`config.mk`:
```
export PLATFORM = sky130hd
export DESIGN_NAME = bdq_ctrl
export DESIGN_NICKNAME = d
export VERILOG_FILES = /design/src/sv/bdq_pkg.sv /design/src/sv/bdq_ctrl.sv
export VERILOG_INCLUDE_DIRS = /design/src /design/src/sv
export SDC_FILE = /design/constraint.sdc
export NUM_CORES = 1
export LEC_CHECK = 0
export BUFFER_PORTS_ARGS = -buffer_cell sky130_fd_sc_hd__buf_2
export CAP_MARGIN = 20
export CORE_MARGIN = 5
export CORE_UTILIZATION = 46
export CTS_CLUSTER_SIZE = 25
export DETAILED_ROUTE_END_ITERATION = 8
export PLACE_DENSITY = 0.85
export SYNTH_ARGS = -nofsm -noshare
export SYNTH_HDL_FRONTEND = slang
export SYNTH_SLANG_ARGS = --single-unit
```
`constraint.sdc`:
```
create_clock -name clk -period 3.6 [get_ports clk]
set_input_delay 1.08 -clock clk [delete_from_list [all_inputs] [get_ports clk]]
set_output_delay 1.08 -clock clk [all_outputs]
set_load 0.1 [all_outputs]
```
`src/sv/bounded_deque_defines.svh`:
```
// Assertion macros used by the bounded deque control (bdq_ctrl).
// Depends on: nothing; expects clk and rst_n in the using module.
`ifndef BOUNDED_DEQUE_DEFINES_SVH
`define BOUNDED_DEQUE_DEFINES_SVH

// Property checked every cycle outside reset.
`define BDQ_ASSERT(label, prop, msg) \
  label: assert property (@(posedge clk) disable iff (!rst_n) (prop)) else $error(msg);

// Antecedent this cycle implies consequent next cycle.
`define BDQ_ASSERT_NEXT(label, ante, cons, msg) \
  label: assert property (@(posedge clk) disable iff (!rst_n) (ante) |=> (cons)) else $error(msg);

`endif

```
`src/sv/bdq_pkg.sv`:
```
// Package for the bounded deque: codes, state type, memory command struct, widths and defaults.
// Depends on: nothing.
`timescale 1ns / 1ps
`default_nettype none

package bdq_pkg;

  localparam int DEFAULT_CAPACITY = 256;
  localparam int VALUE_W          = 32;
  localparam int COUNT_OUT_W      = 9;

  typedef enum logic [1:0] {
    KIND_INS_FRONT = 2'd0,
    KIND_INS_BACK  = 2'd1,
    KIND_REM_FRONT = 2'd2,
    KIND_REM_BACK  = 2'd3
  } kind_t;

  typedef enum logic [1:0] {
    STAT_OK          = 2'd0,
    STAT_FULL        = 2'd1,
    STAT_EMPTY       = 2'd2,
    STAT_NOT_CREATED = 2'd3
  } status_t;

  typedef enum logic {
    ST_IDLE = 1'b0,
    ST_READ = 1'b1
  } state_t;

  typedef struct packed {
    logic wr_en;
    logic rd_en;
  } mem_cmd_t;

endpackage

`default_nettype wire

```
`src/sv/bdq_ctrl.sv`:
```
// Deque control: ring indices, count, created flag, sequencer and result register.
// Depends on: bdq_pkg, bounded_deque_defines.svh.
`timescale 1ns / 1ps
`default_nettype none
`include "bounded_deque_defines.svh"

module bdq_ctrl #(
  parameter int CAPACITY = bdq_pkg::DEFAULT_CAPACITY,
  localparam int ADDR_W  = (CAPACITY > 1) ? $clog2(CAPACITY) : 1,
  localparam int COUNT_W = $clog2(CAPACITY + 1)
) (
  input  wire logic                                clk,
  input  wire logic                                rst_n,
  input  wire logic                                in_valid,
  output logic                                     in_stall,
  input  wire logic [1:0]                          in_kind,
  input  wire logic signed [bdq_pkg::VALUE_W-1:0]  in_item_value,
  output logic                                     out_valid,
  input  wire logic                                out_stall,
  output logic [1:0]                               out_status,
  output logic signed [bdq_pkg::VALUE_W-1:0]       out_removed_value,
  output logic [bdq_pkg::COUNT_OUT_W-1:0]          out_entry_count,
  output bdq_pkg::mem_cmd_t                        mem_cmd,
  output logic [ADDR_W-1:0]                        mem_addr,
  output logic [bdq_pkg::VALUE_W-1:0]              mem_wdata,
  input  wire logic [bdq_pkg::VALUE_W-1:0]         mem_rdata
);

  localparam logic [ADDR_W-1:0]  LAST_IDX = ADDR_W'(CAPACITY - 1);
  localparam logic [COUNT_W-1:0] FULL_CNT = COUNT_W'(CAPACITY);

  bdq_pkg::state_t  state_r, state_nxt;
  logic [ADDR_W-1:0]  front_r, front_nxt;
  logic [ADDR_W-1:0]  back_r, back_nxt;
  logic [COUNT_W-1:0] count_r, count_nxt;
  logic               created_r, created_nxt;
  logic               out_valid_r, out_valid_nxt;
  bdq_pkg::status_t   out_status_r, out_status_nxt;
  logic [bdq_pkg::VALUE_W-1:0] out_value_r, out_value_nxt;
  logic [COUNT_W-1:0] out_count_r, out_count_nxt;

  logic              out_free;
  logic              in_accept;
  logic [ADDR_W-1:0] front_dec, front_inc, back_dec, back_inc;

  assign out_free  = !out_valid_r || !out_stall;
  assign in_stall  = (state_r != bdq_pkg::ST_IDLE) || !out_free;
  assign in_accept = in_valid && !in_stall;

  assign front_dec = (front_r == '0) ? LAST_IDX : front_r - ADDR_W'(1);
  assign front_inc = (front_r == LAST_IDX) ? '0 : front_r + ADDR_W'(1);
  assign back_dec  = (back_r == '0) ? LAST_IDX : back_r - ADDR_W'(1);
  assign back_inc  = (back_r == LAST_IDX) ? '0 : back_r + ADDR_W'(1);

  always_comb begin
    state_nxt      = state_r;
    front_nxt      = front_r;
    back_nxt       = back_r;
    count_nxt      = count_r;
    created_nxt    = created_r;
    out_valid_nxt  = out_valid_r && out_stall;
    out_status_nxt = out_status_r;
    out_value_nxt  = out_value_r;
    out_count_nxt  = out_count_r;
    mem_cmd        = '0;
    mem_addr       = front_r;
    mem_wdata      = $unsigned(in_item_value);

    unique case (state_r)
      bdq_pkg::ST_IDLE: begin
        if (in_accept) begin
          out_valid_nxt  = 1'b1;
          out_status_nxt = bdq_pkg::STAT_OK;
          out_value_nxt  = '0;
          out_count_nxt  = count_r;
          unique case (bdq_pkg::kind_t'(in_kind))
            bdq_pkg::KIND_INS_FRONT, bdq_pkg::KIND_INS_BACK: begin
              created_nxt = 1'b1;
              if (count_r == FULL_CNT) begin
                out_status_nxt = bdq_pkg::STAT_FULL;
              end else begin
                mem_cmd.wr_en = 1'b1;
                count_nxt     = count_r + COUNT_W'(1);
                out_count_nxt = count_r + COUNT_W'(1);
                if (bdq_pkg::kind_t'(in_kind) == bdq_pkg::KIND_INS_FRONT) begin
                  front_nxt = front_dec;
                  mem_addr  = front_dec;
                end else begin
                  back_nxt = back_inc;
                  mem_addr = back_r;
                end
              end
            end
            bdq_pkg::KIND_REM_FRONT, bdq_pkg::KIND_REM_BACK: begin
              if (!created_r) begin
                out_status_nxt = bdq_pkg::STAT_NOT_CREATED;
              end else if (count_r == '0) begin
                out_status_nxt = bdq_pkg::STAT_EMPTY;
              end else begin
                mem_cmd.rd_en = 1'b1;
                count_nxt     = count_r - COUNT_W'(1);
                out_valid_nxt = 1'b0;
                state_nxt     = bdq_pkg::ST_READ;
                if (bdq_pkg::kind_t'(in_kind) == bdq_pkg::KIND_REM_FRONT) begin
                  front_nxt = front_inc;
                  mem_addr  = front_r;
                end else begin
                  back_nxt = back_dec;
                  mem_addr = back_dec;
                end
              end
            end
          endcase
        end
      end
      bdq_pkg::ST_READ: begin
        if (out_free) begin
          out_valid_nxt  = 1'b1;
          out_status_nxt = bdq_pkg::STAT_OK;
          out_value_nxt  = mem_rdata;
          out_count_nxt  = count_r;
          state_nxt      = bdq_pkg::ST_IDLE;
        end
      end
    endcase
  end

  always_ff @(posedge clk) begin
    if (!rst_n) begin
      state_r     <= bdq_pkg::ST_IDLE;
      front_r     <= '0;
      back_r      <= '0;
      count_r     <= '0;
      created_r   <= 1'b0;
      out_valid_r <= 1'b0;
    end else begin
      state_r     <= state_nxt;
      front_r     <= front_nxt;
      back_r      <= back_nxt;
      count_r     <= count_nxt;
      created_r   <= created_nxt;
      out_valid_r <= out_valid_nxt;
    end
  end

  always_ff @(posedge clk) begin
    out_status_r <= out_status_nxt;
    out_value_r  <= out_value_nxt;
    out_count_r  <= out_count_nxt;
  end

  assign out_valid         = out_valid_r;
  assign out_status        = out_status_r;
  assign out_removed_value = $signed(out_value_r);
  assign out_entry_count   = bdq_pkg::COUNT_OUT_W'(out_count_r);

  `BDQ_ASSERT(a_count_bound, count_r <= FULL_CNT, "count above capacity")
  `BDQ_ASSERT(a_ring_agree, (count_r != '0 && count_r != FULL_CNT) || front_r == back_r, "indices disagree with count")
  `BDQ_ASSERT(a_read_created, state_r != bdq_pkg::ST_READ || (created_r && !mem_cmd.wr_en), "bad access during read")
  `BDQ_ASSERT_NEXT(a_read_follows, mem_cmd.rd_en, state_r == bdq_pkg::ST_READ && !out_valid_r, "read not followed by result")

endmodule

`default_nettype wire
```
## Word-level counts from Yosys, hierarchy flattened

Cells that the tools add are included.

- Register bits: 71
- Input bits: 70
- Output and inout port bits: 87
- Logic and storage cells: 108

- Add/subtract/negate cells: 6
- Equal/unequal tests: 15
- Multiplexer cells: 58
- Bitwise operators: 1
- Reductions and logical operators: 19

Operators with widths:

| cell | count |
|---|---|
| $mux W8 | 21 |
| $mux W32 | 2 |
| $pmux W32 S2 | 1 |
| $mux W9 | 6 |
| $pmux W8 S2 | 3 |
| $pmux W9 S2 | 2 |
| $add A8 B1 Y8 const B | 2 |
| $eq A8 B8 Y1 const B | 2 |
| $logic_not A8 Y1 | 2 |
| $ne A2 B2 Y1 const B | 8 |
| $sub A8 B1 Y8 const B | 2 |
| $reduce_and A7 Y1 | 2 |
| $mux W1 | 13 |
| $mux W2 | 6 |
| $add A9 B1 Y9 const B | 1 |
| $eq A9 B9 Y1 const B | 1 |
| $logic_not A9 Y1 | 1 |
| $sub A9 B1 Y9 const B | 1 |
| $pmux W2 S2 | 2 |
| $eq A2 B2 Y1 const B | 2 |
| $logic_not A1 Y1 | 4 |
| $pmux W1 S2 | 2 |
| $reduce_and A4 Y1 | 1 |
| $reduce_or A2 Y1 | 2 |
| 8 further kinds | 10 |

## Logic depth before layout (Yosys ltp)

Gate-level depths: netlist of run 1.

- Depth after elaboration: 8
- Mapped depth: 8

## Least setup slack after synthesis of run 1

OpenSTA, ideal clock, no wires.

- Kind: in2out
- Start point: input out_stall
- End point: output mem_addr[4]
- Data arrival time: 4,072 ps
- Required time: 2,520 ps
- Setup slack: -1,552 ps
- Cell stages on the path: 6
- Path buffers: 1
- Cells stage by stage: a21oi_1 > nand2_1 > clkbuf_1 > nor2_1 > o211ai_1 > o211ai_1

- Word-level cells in the longest chain between the ends: 8

RTL lines:

| what | RTL line | text |
|---|---|---|
| from (decl) | bdq_ctrl.sv:19 | `input wire logic out_stall,` |
| $logic_not A1 Y1 | bdq_ctrl.sv:46 | `assign out_free = !out_valid_r \|\| !out_stall;` |
| $logic_or A1 B1 Y1 | bdq_ctrl.sv:46 |  |
| $logic_not A1 Y1 | bdq_ctrl.sv:47 | `assign in_stall = (state_r != bdq_pkg::ST_IDLE) \|\| !out_free;` |
| $logic_or A1 B1 Y1 | bdq_ctrl.sv:47 |  |
| $logic_not A1 Y1 | bdq_ctrl.sv:48 | `assign in_accept = in_valid && !in_stall;` |
| $logic_and A1 B1 Y1 | bdq_ctrl.sv:48 |  |
| $mux W8 | bdq_ctrl.sv:71 | `if (in_accept) begin` |
| $mux W8 | bdq_ctrl.sv:69 | `unique case (state_r)` |
| to (decl) | bdq_ctrl.sv:24 | `output logic [ADDR_W-1:0] mem_addr,` |

No other way between the ends.

## Worst setup path after layout of run 1

- Start point: input out_stall
- End point: output mem_addr[2]

The elaborated chain is that of the path after synthesis.

==> metrics.md, run 1 <==
| Metric | Value |
|---|---|
| Post-synth ARST share | `0%` |
| Met3 Use GR | `under 10%` |
| Buf+Inv Stages, Crit Path | `3` |
| GRT met1 Usage | `between 20% and 30%` |
| Share of layout cells above drive strength 1 | `about a third` |
| Crit path cell chain | `buf_2 -> a21oi_4 -> nand2_2 -> nor3_4 -> buf_4 -> a21oi_2 -> o22ai_4 -> buf_12` |
| F_max | `0.280 GHz` |
| ANT cells | `0` |
| Total gr overflow | `0` |
| Initial antenna violation count | `0` |
| Max Root-Sink Buffers | `2` |
| Busiest grt layer | `met2` |
| Post-route minimum period | `about 3.6 ns` |
| Ys flop type | `edfxtp_1` |
| Worst-skew pair later-pin latency | `~0.34 ns` |
| Core area | `~0.0096 mm²` |
| Synth Warn # | `0` |
| Cell variety after synth | `between 60 and 70` |
| Largest net degree at the start of global routing | `between 40 and 50` |
| Avg Cell Area, Syn | `about 9.1 µm²` |
| Register area share after synthesis | `about two fifths` |
| VDD IR max | `0.204 mV` |
| Syn nets | `roughly 570` |
| Cts hold-fix bufs | `0` |
| # nets final | `644` |
| Starting Density | `approximately 46%` |
| DRC | `0` |
| Max-slew headroom | `between 40% and 50%` |
| PwrDens | `450 mW/mm²` |
| Wirelength per Cell | `~17 µm` |
| Post-Syn Area | `around 0.0045 mm²` |
| IO buf count | `approximately 90` |
| Status | `finished, final reports clean` |
| Met2 Use GR | `roughly 33%` |
| Starting DRT DRC Count | `about 240` |
| First-pass GRT wire length | `18300 µm` |
| GP Congestion | `approximately 0.86` |
| Synth area leader | `edfxtp_1` |
| Final instance area | `~0.0056 mm²` |
| Die area | `between 0.01 and 0.015 mm²` |
| Synth Register Bits | `roughly 70` |
| Critical path type | `in2out` |
| CTS tree | `done` |
| Measured slew at the worst slew-check pin | `between 0.8 and 0.9 ns` |
| Final WL | `between 10000 and 15000 µm` |
| I/O Pins | `157` |
| Area grow syn2layout | `26.6%` |
| Die span in y | `108 µm` |
| Vias in the first global route | `about 3700` |
| Worst endpoint required time | `~2.5 ns` |
| Drt first pass iters | `5` |
| Max incr delay on CP | `0.37 ns` |
| Via density | `5.61` |
| FILL cells | `820` |
| Post-synth EDFFs | `between 40 and 50` |
| Root buffer cell | `clkbuf_8` |
| Cell Area, Placed | `around 0.0052 mm²` |
| GRT Util Overall | `approximately a fifth` |
| RSZ-0062 raised after global routing | `yes` |
| Total CTS buffers | `9` |
| Die Wd | `108 µm` |
| Max Cap Viol | `0` |
| Setup TNS | `0 ns` |
| Skew final | `0.0149 ns` |
| Critical Path End Type | `output port` |
| Row count | `36` |
| CP top delay family | `buffers and inverters` |
| Clock Sinks | `71` |
| Slowest-stage cell, CP | `nor3_4` |
| Routed Antenna Nets | `0` |
| # H-tree levels | `3` |
| Clk slew on worst S/H paths | `around 0.090 ns` |
| Fin. Hold Viols | `0` |
| HP Class | `reg2reg` |
| Top area cells in the synthesized netlist | `edfxtp_1 (29%), dfxtp_1 (13%), buf_4 (5.4%), and2_1 (5.1%), a21oi_1 (3.9%)` |
| Dpl hpwl | `about 8600 µm` |
| CP Max Fanout | `6` |
| CP arrival | `2.49 ns` |
| Final period util | `a little under 100%` |
| Slew Limit Fails | `0` |
| Synth top area share | `a little under 30%` |
| Via Count | `between 3000 and 4000` |
| Leakage | `roughly 2.2 nW` |
| Mapped Cells | `roughly 490` |
| Worst setup SP type | `input pin` |
| Final setup vio count | `0` |
[per-stage QoR]
stage	worst slack (ns)	power (W)	hold slack [ns]	cells	util, %
2_1_floorplan	-0.610	0.00176	0.471	489	-
3_3_place_gp	0.0654	0.00180	0.503	682	54.5
3_5_place_dp	0.0585	0.00181	0.520	682	54.5
4_1_cts	0.000888	0.00252	0.528	698	57.2
5_1_grt	-0.0000209	0.00265	0.539	703	58.8
6_report	0.0276	0.00254	0.507	703	58.8
[worst register-to-register path: stages (launching register included)]
cell	delay, ns
dfxtp_4	0.37
inv_1	0.09
ha_4	0.19
nor4b_2	0.16
buf_4	0.16
a21o_1	0.22
buf_4	0.18
a211oi_2	0.52
o21ai_1	0.17
a221oi_2	0.28
[cell usage after synthesis (all sizes together), types with 2 or more instances]
master and count:
o211ai 6, xor2 5, nand3 17, o211a 2, dfxtp 28, nor3b 4
nand2 21, a211oi 9, o22ai 6, and3 6, o2111ai 2, o32ai 2
nand2b 3, xnor2 16, ha 9, a41oi 2, nand4 5, buf 49
a31oi 6, o21a 7, nor4 3, and2 36, mux2i 2, o221a 3
edfxtp 43, o31ai 5, a22oi 2, and4 3, clkbuf 19, a21oi 35
a221oi 3, or3 3, a211o 2, nor2 37, nor2b 6, nor3 11
inv 17, o21ai 29, a21o 2
[worst paths after layout]
path / from / to / slack, ns / cells after the start
min: front_r[1] / front_r[1] / 0.51 / 2
max reg2reg: count_r[1] / back_r[7] / 1.19 / 9
max: out_stall / mem_addr[2] / 0.03 / 8
min reg2reg: front_r[1] / front_r[1] / 0.51 / 2
[layout by cell type, fill, tap and decap left out, types with 20 or more instances in the layout]
cell type / count
a21oi_1: 31
and2_1: 35
buf_2: 81
buf_4: 41
dfxtp_1: 25
edfxtp_1: 43
nand2_1: 20
nor2_1: 36
o21ai_0: 25
[cell type report]
class / count / area [µm²] / share of cell area (%)
sequential: 71 / 1860 / 33.0
inverter: 18 / 71.3 / 1.26
clock inverter: 7 / 95.1 / 1.69
multi-input combinational: 332 / 2400 / 42.6
clock buffer: 9 / 124 / 2.20
timing repair buffer: 133 / 921 / 16.3
tap: 133 / 166 / 2.95
[flip-flops by register name, indices dropped and copies added (netlist names)]
name and cells:
out_entry_count 9, count_r 9, out_removed_value 32, created_r 1, front_r 8, out_status 2
state_r 1, out_valid 1, back_r 8
[what timing repair did]
action / 4_1_cts / 5_1_grt
endpoints found under the hold margin: 0 / 0
setup buffers: 0 / 5
pin swaps: 1 / 5
endpoints found under the setup margin: 8 / 8
resized for setup: 12 / 26
[per-layer routing]
metal	vias up	routed length [µm]	share of wire (%)
met5	-	0	0
li1	1899	-	-
met1	1853	4890	41
met2	160	6000	50
met4	0	146	1.2
met3	29	906	7.6
[cell families (layout without fill, tap and decap cells)]
family,Yosys count,after routing,synth area share [%]
adders and majority gates,9,9,2.53
AOI/OAI and AO/OA,136,136,20.7
muxes,3,3,0.702
buffers and inverters,86,167,10.3
and+or+nand+nor,163,163,20.1
xor gates and xnor gates,21,21,4.13
DFF,71,71,41.6
[power by group]
group / internal, W / total [W] / switching (W)
Combinational: 0.000272 / 0.000882 / 0.000609
Clock: 0.000391 / 0.000697 / 0.000306
Sequential: 0.000917 / 0.000960 / 0.0000433
Total: 0.00158 / 0.00254 / 0.000958
(Power assumes the default switching activity.)
==> inputs of run 2 (changes only) <==
--- a/config.mk
+++ b/config.mk
@@ -6,10 +6,11 @@
 export SDC_FILE = /design/constraint.sdc
 export NUM_CORES = 1
 export LEC_CHECK = 0
+export ABC_AREA = 1
 export BUFFER_PORTS_ARGS = -buffer_cell sky130_fd_sc_hd__buf_2
 export CAP_MARGIN = 20
 export CORE_MARGIN = 5
-export CORE_UTILIZATION = 46
+export CORE_UTILIZATION = 47
 export CTS_CLUSTER_SIZE = 25
 export DETAILED_ROUTE_END_ITERATION = 8
 export PLACE_DENSITY = 0.85
==> metrics.md, run 2 <==
| Metric | Value |
|---|---|
| Placed insts | `827 (+21%)` |
| Multi-input logic area | `0.00231 mm² (-3.8%)` |
| Largest net degree at the start of global routing | `44 (unchanged)` |
| Synth Register Bits | `71 (unchanged)` |
| Clock Sinks | `71 (unchanged)` |
| Routed Antenna Nets | `0 (unchanged)` |
| Cell Area, Placed | `0.00534 mm² (+2.0%)` |
| Skew final | `0.00793 ns (-0.00692 ns)` |
| Starting DRT DRC Count | `319 (+34%)` |
| HP Class | `reg2reg` |
| Synth area leader | `edfxtp_1` |
| FILL cells | `926 (+13%)` |
| GP Congestion | `0.976 (+13%)` |
| Post-synth EDFFs | `43 (unchanged)` |
| Top-count cell post-synth | `nand2_1` |
| I/O Pins | `157 (unchanged)` |
| Final setup vio count | `0 (unchanged)` |
| Setup WS pre-CTS | `0.185 ns (+0.126 ns)` |
| Worst endpoint required time | `2.52 ns (about the same)` |
| Setup ws final | `0.156 ns (+0.128 ns)` |
| Max Cap Viol | `0 (unchanged)` |
| CP top delay family | `buffers and inverters` |
| CP Max Fanout | `19 (+13)` |
| Status | `finished, final reports clean` |
| Core area | `0.00982 mm² (+2.3%)` |
| Ys flop type | `edfxtp_1` |
| Synth top area share | `27.1% (-1.9 points)` |
| Max FFs per register | `32 (unchanged)` |
| Total gr overflow | `0 (unchanged)` |
| Measured slew at the worst slew-check pin | `0.519 ns (-0.316 ns)` |
| Cell variety after synth | `35 (-49%)` |
| Fin. Hold Viols | `0 (unchanged)` |
| Dpl hpwl | `8700 µm (+0.81%)` |
| Syn nets | `725 (+28%)` |
| Via Count | `4301 (+9.1%)` |
| Register area share after synthesis | `38.9% (-2.7 points)` |
| DRC | `0 (unchanged)` |
| Final WL | `11700 µm (-2.3%)` |
| Hold WS | `0.548 ns (+0.0408 ns)` |
| Most common cell after layout, fill and taps aside | `nand2_1` |
| Post-synth ARST share | `0% (unchanged)` |
| Vias in the first global route | `4161 (+11%)` |
| Post-Syn Area | `0.00476 mm² (+6.9%)` |
| Root buffer cell | `clkbuf_8` |
| Crit path cell chain | `buf_2 -> inv_1 -> buf_4 -> nand2_2 -> a21oi_1 -> o21ai_0 -> nand2_1 -> nand2_1 -> nand2_1 -> buf_12` |
| VDD IR max | `0.244 mV (+19%)` |
| FF/Latch Area | `0.00185 mm² (-0.40%)` |
| Area grow syn2layout | `16.2%` |
| Slowest-stage cell, CP | `buf_4` |
| Post-Route Utilization | `56.3% (-2.4 points)` |
| Cts hold-fix bufs | `0 (unchanged)` |
| Share of layout cells above drive strength 1 | `22.7% (-13 points)` |
| Die Wd | `111 µm (+2.1%)` |
| Wirelength per Cell | `13.8 µm (-19%)` |
| Synth top cells by count | `nand2_1 (174), inv_1 (76), nor2_1 (65), nand3_1 (52), edfxtp_1 (43)` |
| Top area cells in the synthesized netlist | `edfxtp_1 (27%), nand2_1 (14%), dfxtp_1 (12%), inv_1 (6.0%), nand3_1 (5.5%)` |
| IO buf count | `92 (unchanged)` |
| Max Root-Sink Buffers | `2 (unchanged)` |
| Max-slew headroom | `65.4% (+21 points)` |
| F_max | `0.290 GHz (+3.7%)` |
| Buf+Inv Stages, Crit Path | `4 (+1)` |
| Leakage | `2.72 nW (+22%)` |
| Die area | `0.0122 mm² (+4.2%)` |
| RSZ-0062 raised after global routing | `yes` |
| Non-Filler Instances | `843 (+20%)` |
| Total CTS buffers | `9 (unchanged)` |
| Via density | `5.10 (-9.0%)` |
| Final period util | `95.7% (-3.6 points)` |
| # H-tree levels | `3 (unchanged)` |
| # nets final | `784 (+22%)` |
| Worst-skew pair later-pin latency | `0.35 ns (about the same)` |
| Initial antenna violation count | `0 (unchanged)` |
| Worst setup SP type | `input pin` |
| Synth Warn # | `0 (unchanged)` |
| Critical path type | `in2out` |
| ANT cells | `0 (unchanged)` |
| GRT Util Overall | `19.2% (-0.11 points)` |
| Critical Path End Type | `output port` |
| Die span in y | `111 µm (+2.1%)` |
| Row count | `36 (unchanged)` |
| Commonest cells after routing, fill and taps aside | `nand2_1 (170), buf_2 (82), inv_1 (75)` |
| Final instance area | `0.00553 mm² (-1.9%)` |
| Post-route minimum period | `3.44 ns (-0.128 ns)` |
| CTS tree | `done` |
| Starting Density | `48.5% (+2.1 points)` |
| CP arrival | `2.36 ns (-0.13 ns)` |
| Avg Cell Area, Syn | `7.37 µm² (-19%)` |
| Slew Limit Fails | `0 (unchanged)` |
| Drt first pass iters | `5 (unchanged)` |
| Max incr delay on CP | `0.28 ns (-0.09 ns)` |
| Clk slew on worst S/H paths | `0.08 ns (about the same)` |
| First-pass GRT wire length | `20000 µm (+9.1%)` |
| Most used cell, CP | `nand2_1` |
| PwrDens | `458 mW/mm² (+1.7%)` |
| Mapped Cells | `646 (+32%)` |
[run 2: cell count changes after synthesis, sizes merged, moves of 11 or more]
cell    before  now
nand3       17   57
clkbuf      19    6
and2        36    0
nor2        37   78
xnor2       16    2
xor2         5   16
inv         17   81
nand2       21  182
o21ai       29   54
[run 2: worst reg2reg max path: cells and delay by family, from the launching register on]
| kind | cells | cell delay, ns |
|---|---|---|
| buffers and inverters | 4 | 0.92 |
| AND/OR/NAND/NOR | 3 | 0.38 |
| flip-flops | 1 | 0.32 |
[run 2: power by group]
part	total [W]	leakage (nW)	internal (W)	switching, W
Sequential	0.000971	0.670	0.000920	0.0000508
Combinational	0.000915	1.96	0.000241	0.000674
Clock	0.000648	0.0937	0.000321	0.000326
[run 2: per-stage QoR]
step                      setup TNS, ns  power (W)
final                                 0    0.00253
after global routing            -0.0126    0.00267
after CTS                             0    0.00254
after detailed placement              0    0.00190
after global placement                0    0.00189
after floorplan                  -0.199    0.00186
[run 2: cell type report]
class                      instances  area share (%)
multi-input combinational        440            41.8
sequential                        71            33.5
timing repair buffer             101            12.5
inverter                          82            5.72
tap                              133            3.01
clock buffer                       9            2.24
clock inverter                     7            1.29
[run 2: layer usage]
layer	track usage [%]	vias to the layer above	share of wire (%)	wire [µm]
met5	0	-	0	0
li1	-	2148	-	-
met2	30.5	207	45	5290
met3	6.39	47	9.4	1100
met1	24.4	1899	42	4950
met4	6.81	0	2.8	326
[run 2: cell families after synthesis]
family / Yosys count / share of synthesized area [%]
flip-flops: 71 / 38.9
adder cells (fa/ha/maj): 9 / 2.36
buffers and inverters: 135 / 14.2
XOR/XNOR: 18 / 3.31
AND/OR/NAND/NOR: 331 / 32.4
AO/OA/AOI/OAI: 82 / 8.85
[run 2: final timing paths]
kind / slack, ns / to / start / depth (start not counted)
hold / removal: 0.55 / front_r[0] / front_r[0] / 2
hold reg to reg: 0.55 / front_r[0] / front_r[0] / 2
setup / recovery: 0.16 / mem_addr[5] / in_kind[1] / 10
setup reg to reg: 1.60 / out_removed_value[14] / state_r / 7
[run 2: repair_timing]
item	CTS	global route
gates resized for setup	0	1
setup endpoints to repair	0	1
buffers inserted	0	0
==> inputs of run 3 (changes only) <==
--- a/config.mk
+++ b/config.mk
@@ -13,6 +13,7 @@
 export CORE_UTILIZATION = 47
 export CTS_CLUSTER_SIZE = 25
 export DETAILED_ROUTE_END_ITERATION = 8
+export GPL_TIMING_DRIVEN = 0
 export PLACE_DENSITY = 0.85
 export SYNTH_ARGS = -nofsm -noshare
 export SYNTH_HDL_FRONTEND = slang
==> metrics.md, run 3 (synthesized netlist as in run 2, its figures left out) <==
| Metric | Value |
|---|---|
| Status | `finished, final reports clean` |
| Min-delay src | `front_r[0]` |
| Drt first pass iters | `7 (+2)` |
| Sw Pwr | `0.00123 W (+17%)` |
| Starting Density | `48.5% (unchanged)` |
| Clock Sinks | `71 (unchanged)` |
| GP Congestion | `0.922 (-5.5%)` |
| Vias in the first global route | `4409 (+6.0%)` |
| Crit path cell chain | `buf_2 -> buf_4 -> buf_2 -> nand3_1 -> nor2_4 -> buf_2` |
| Initial antenna violation count | `0 (unchanged)` |
| Via density | `4.94 (-3.2%)` |
| Seq pwr share | `35.9% (-2.4 points)` |
| Max-slew headroom | `38.4% (-27 points)` |
| CP arrival | `2.43 ns (+0.07 ns)` |
| Measured slew at the worst slew-check pin | `0.920 ns (+0.401 ns)` |
| HP Class | `reg2reg` |
| Largest net degree at the start of global routing | `44 (unchanged)` |
| Dpl hpwl | `9420 µm (+8.3%)` |
| Routed Antenna Nets | `0 (unchanged)` |
| PwrDens | `453 mW/mm² (-0.96%)` |
| I/O Pins | `157 (unchanged)` |
| CP Max Fanout | `10 (-9)` |
| # nets final | `859 (+9.6%)` |
| Die Wd | `111 µm (unchanged)` |
| RR Endpoint | `out_removed_value[21]` |
| Cts hold-fix bufs | `0 (unchanged)` |
| VDD IR max | `0.264 mV (+8.1%)` |
| Total power draw | `0.00266 W (+5.1%)` |
| Final WL | `12200 µm (+4.3%)` |
| Worst setup SP type | `input pin` |
| Critical Path End Type | `output port` |
| Total gr overflow | `0 (unchanged)` |
| Final period util | `97.6% (+1.9 points)` |
| FF/Latch Area | `0.00185 mm² (unchanged)` |
| Root buffer cell | `clkbuf_8` |
| Area grow syn2layout | `23.3%` |
| Max incr delay on CP | `0.43 ns (+0.15 ns)` |
| Fin. Hold Viols | `0 (unchanged)` |
| FILL cells | `920 (-0.65%)` |
| F_max | `0.285 GHz (-2.0%)` |
| Max Cap Viol | `0 (unchanged)` |
| Clk slew on worst S/H paths | `0.09 ns (about the same)` |
| Die area | `0.0122 mm² (unchanged)` |
| Worst-skew pair later-pin latency | `0.35 ns (about the same)` |
| R2R cell count | `6 (-1)` |
| Combinational share of power | `40.8% (+4.7 points)` |
| Post-route minimum period | `3.51 ns (+0.0701 ns)` |
| Clk pwr share | `23.2% (-2.4 points)` |
| Slowest-stage cell, CP | `buf_2` |
| GRT Util Overall | `19.5% (+0.32 points)` |
| Hold path cells | `2 (unchanged)` |
| Starting DRT DRC Count | `328 (+2.8%)` |
| Non-Filler Instances | `918 (+8.9%)` |
| Max Root-Sink Buffers | `2 (unchanged)` |
| Total CTS buffers | `9 (unchanged)` |
| Post-CTS setup buffers | `0 (unchanged)` |
| Core area | `0.00982 mm² (unchanged)` |
| IO buf count | `123 (+34%)` |
| Slew Limit Fails | `0 (unchanged)` |
| Skew final | `0.0109 ns (+0.00299 ns)` |
| Via Count | `4536 (+5.5%)` |
| # H-tree levels | `3 (unchanged)` |
| Placed insts | `902 (+9.1%)` |
| CTS tree | `done` |
| Final setup vio count | `0 (unchanged)` |
| Leakage | `2.99 nW (+10%)` |
| R2r startpoint | `state_r` |
| Share of layout cells above drive strength 1 | `29.7% (+7.0 points)` |
| Switch share | `46.0% (+4.5 points)` |
| Most used cell, CP | `buf_2` |
| P_int | `0.00144 W (-3.0%)` |
| Most common cell after layout, fill and taps aside | `nand2_1` |
| DRC | `0 (unchanged)` |
| Max FFs per register | `32 (unchanged)` |
| Worst R2R Setup Slack | `1.42 ns (-0.18 ns)` |
| Commonest cells after routing, fill and taps aside | `nand2_1 (170), buf_2 (123), inv_1 (75)` |
| Multi-input logic area | `0.00232 mm² (+0.32%)` |
| Cell Area, Placed | `0.00562 mm² (+5.4%)` |
| Final instance area | `0.00587 mm² (+6.2%)` |
| Die span in y | `111 µm (unchanged)` |
| ANT cells | `0 (unchanged)` |
| Row count | `36 (unchanged)` |
| Worst endpoint required time | `2.52 ns (about the same)` |
| Critical path type | `in2out` |
| Hold path endpoint | `front_r[0]` |
| First-pass GRT wire length | `20300 µm (+1.7%)` |
| Wirelength per Cell | `13.3 µm (-4.2%)` |
-- run 3: cell type report --
class                           count  share of cell area, %
Sequential cell                    71                   31.6
Inverter                           82                   5.39
Buffer                             53                   6.37
Tap cell                          133                   2.83
Clock buffer                        9                   2.11
Multi-Input combinational cell    440                   39.5
Clock inverter                      7                   1.07
Timing Repair Buffer              123                   11.2
-- run 3: worst max-delay path by stage --
| stage | from | to | slack, ns |
|---|---|---|---|
| 2_1_floorplan | out_stall | mem_addr[1] | -0.20 |
| 3_3_place_gp | in_kind[1] | mem_addr[1] | -0.32 |
| 3_5_place_dp | in_kind[1] | mem_addr[1] | -0.31 |
| 4_1_cts | in_kind[1] | mem_addr[2] | 0.03 |
| 5_1_grt | count_r[0] | mem_addr[6] | -0.02 |
| 6_report | in_kind[1] | mem_cmd[0] | 0.09 |
-- run 3: power groups by stage --
stage | combinational [W] | clock (W) | sequential, W
6_report | 0.00109 | 0.000619 | 0.000957
5_1_grt | 0.00116 | 0.000672 | 0.000964
4_1_cts | 0.00107 | 0.000632 | 0.000956
3_5_place_dp | 0.00106 | 0 | 0.000974
3_3_place_gp | 0.00106 | 0 | 0.000974
2_1_floorplan | 0.000660 | 0 | 0.00120
-- run 3: repair_timing --
action / in CTS / in global routing
pin swaps: 0 / 1
gates cloned: 0 / 0
setup endpoints to repair: 7 / 8
resized for setup: 10 / 15
-- run 3: worst max-delay path, delay by kind of cell --
kind | cells | cell delay, ns
buffers and inverters | 4 | 1.04
AND/OR/NAND/NOR | 2 | 0.31
-- run 3: metrics by stage --
stage	setup TNS [ns]	setup slack (ns)	util, %	hold slack [ns]
after floorplan	-0.199	-0.199	-	0.482
after global placement	-0.625	-0.318	57.2	0.529
after detailed placement	-0.722	-0.313	57.3	0.544
after CTS	0	0.0264	59.4	0.558
after global routing	-0.0188	-0.0188	59.8	0.611
final	0	0.0857	59.8	0.553
-- run 3: routing by layer --
| metal | wire length, µm | track usage [%] | share of wire (%) |
|---|---|---|---|
| met1 | 5250 | 25.5 | 43 |
| met2 | 5610 | 32.8 | 46 |
| met3 | 1180 | 5.51 | 9.7 |
| met4 | 134 | 3.37 | 1.1 |
| met5 | 0 | 0 | 0 |
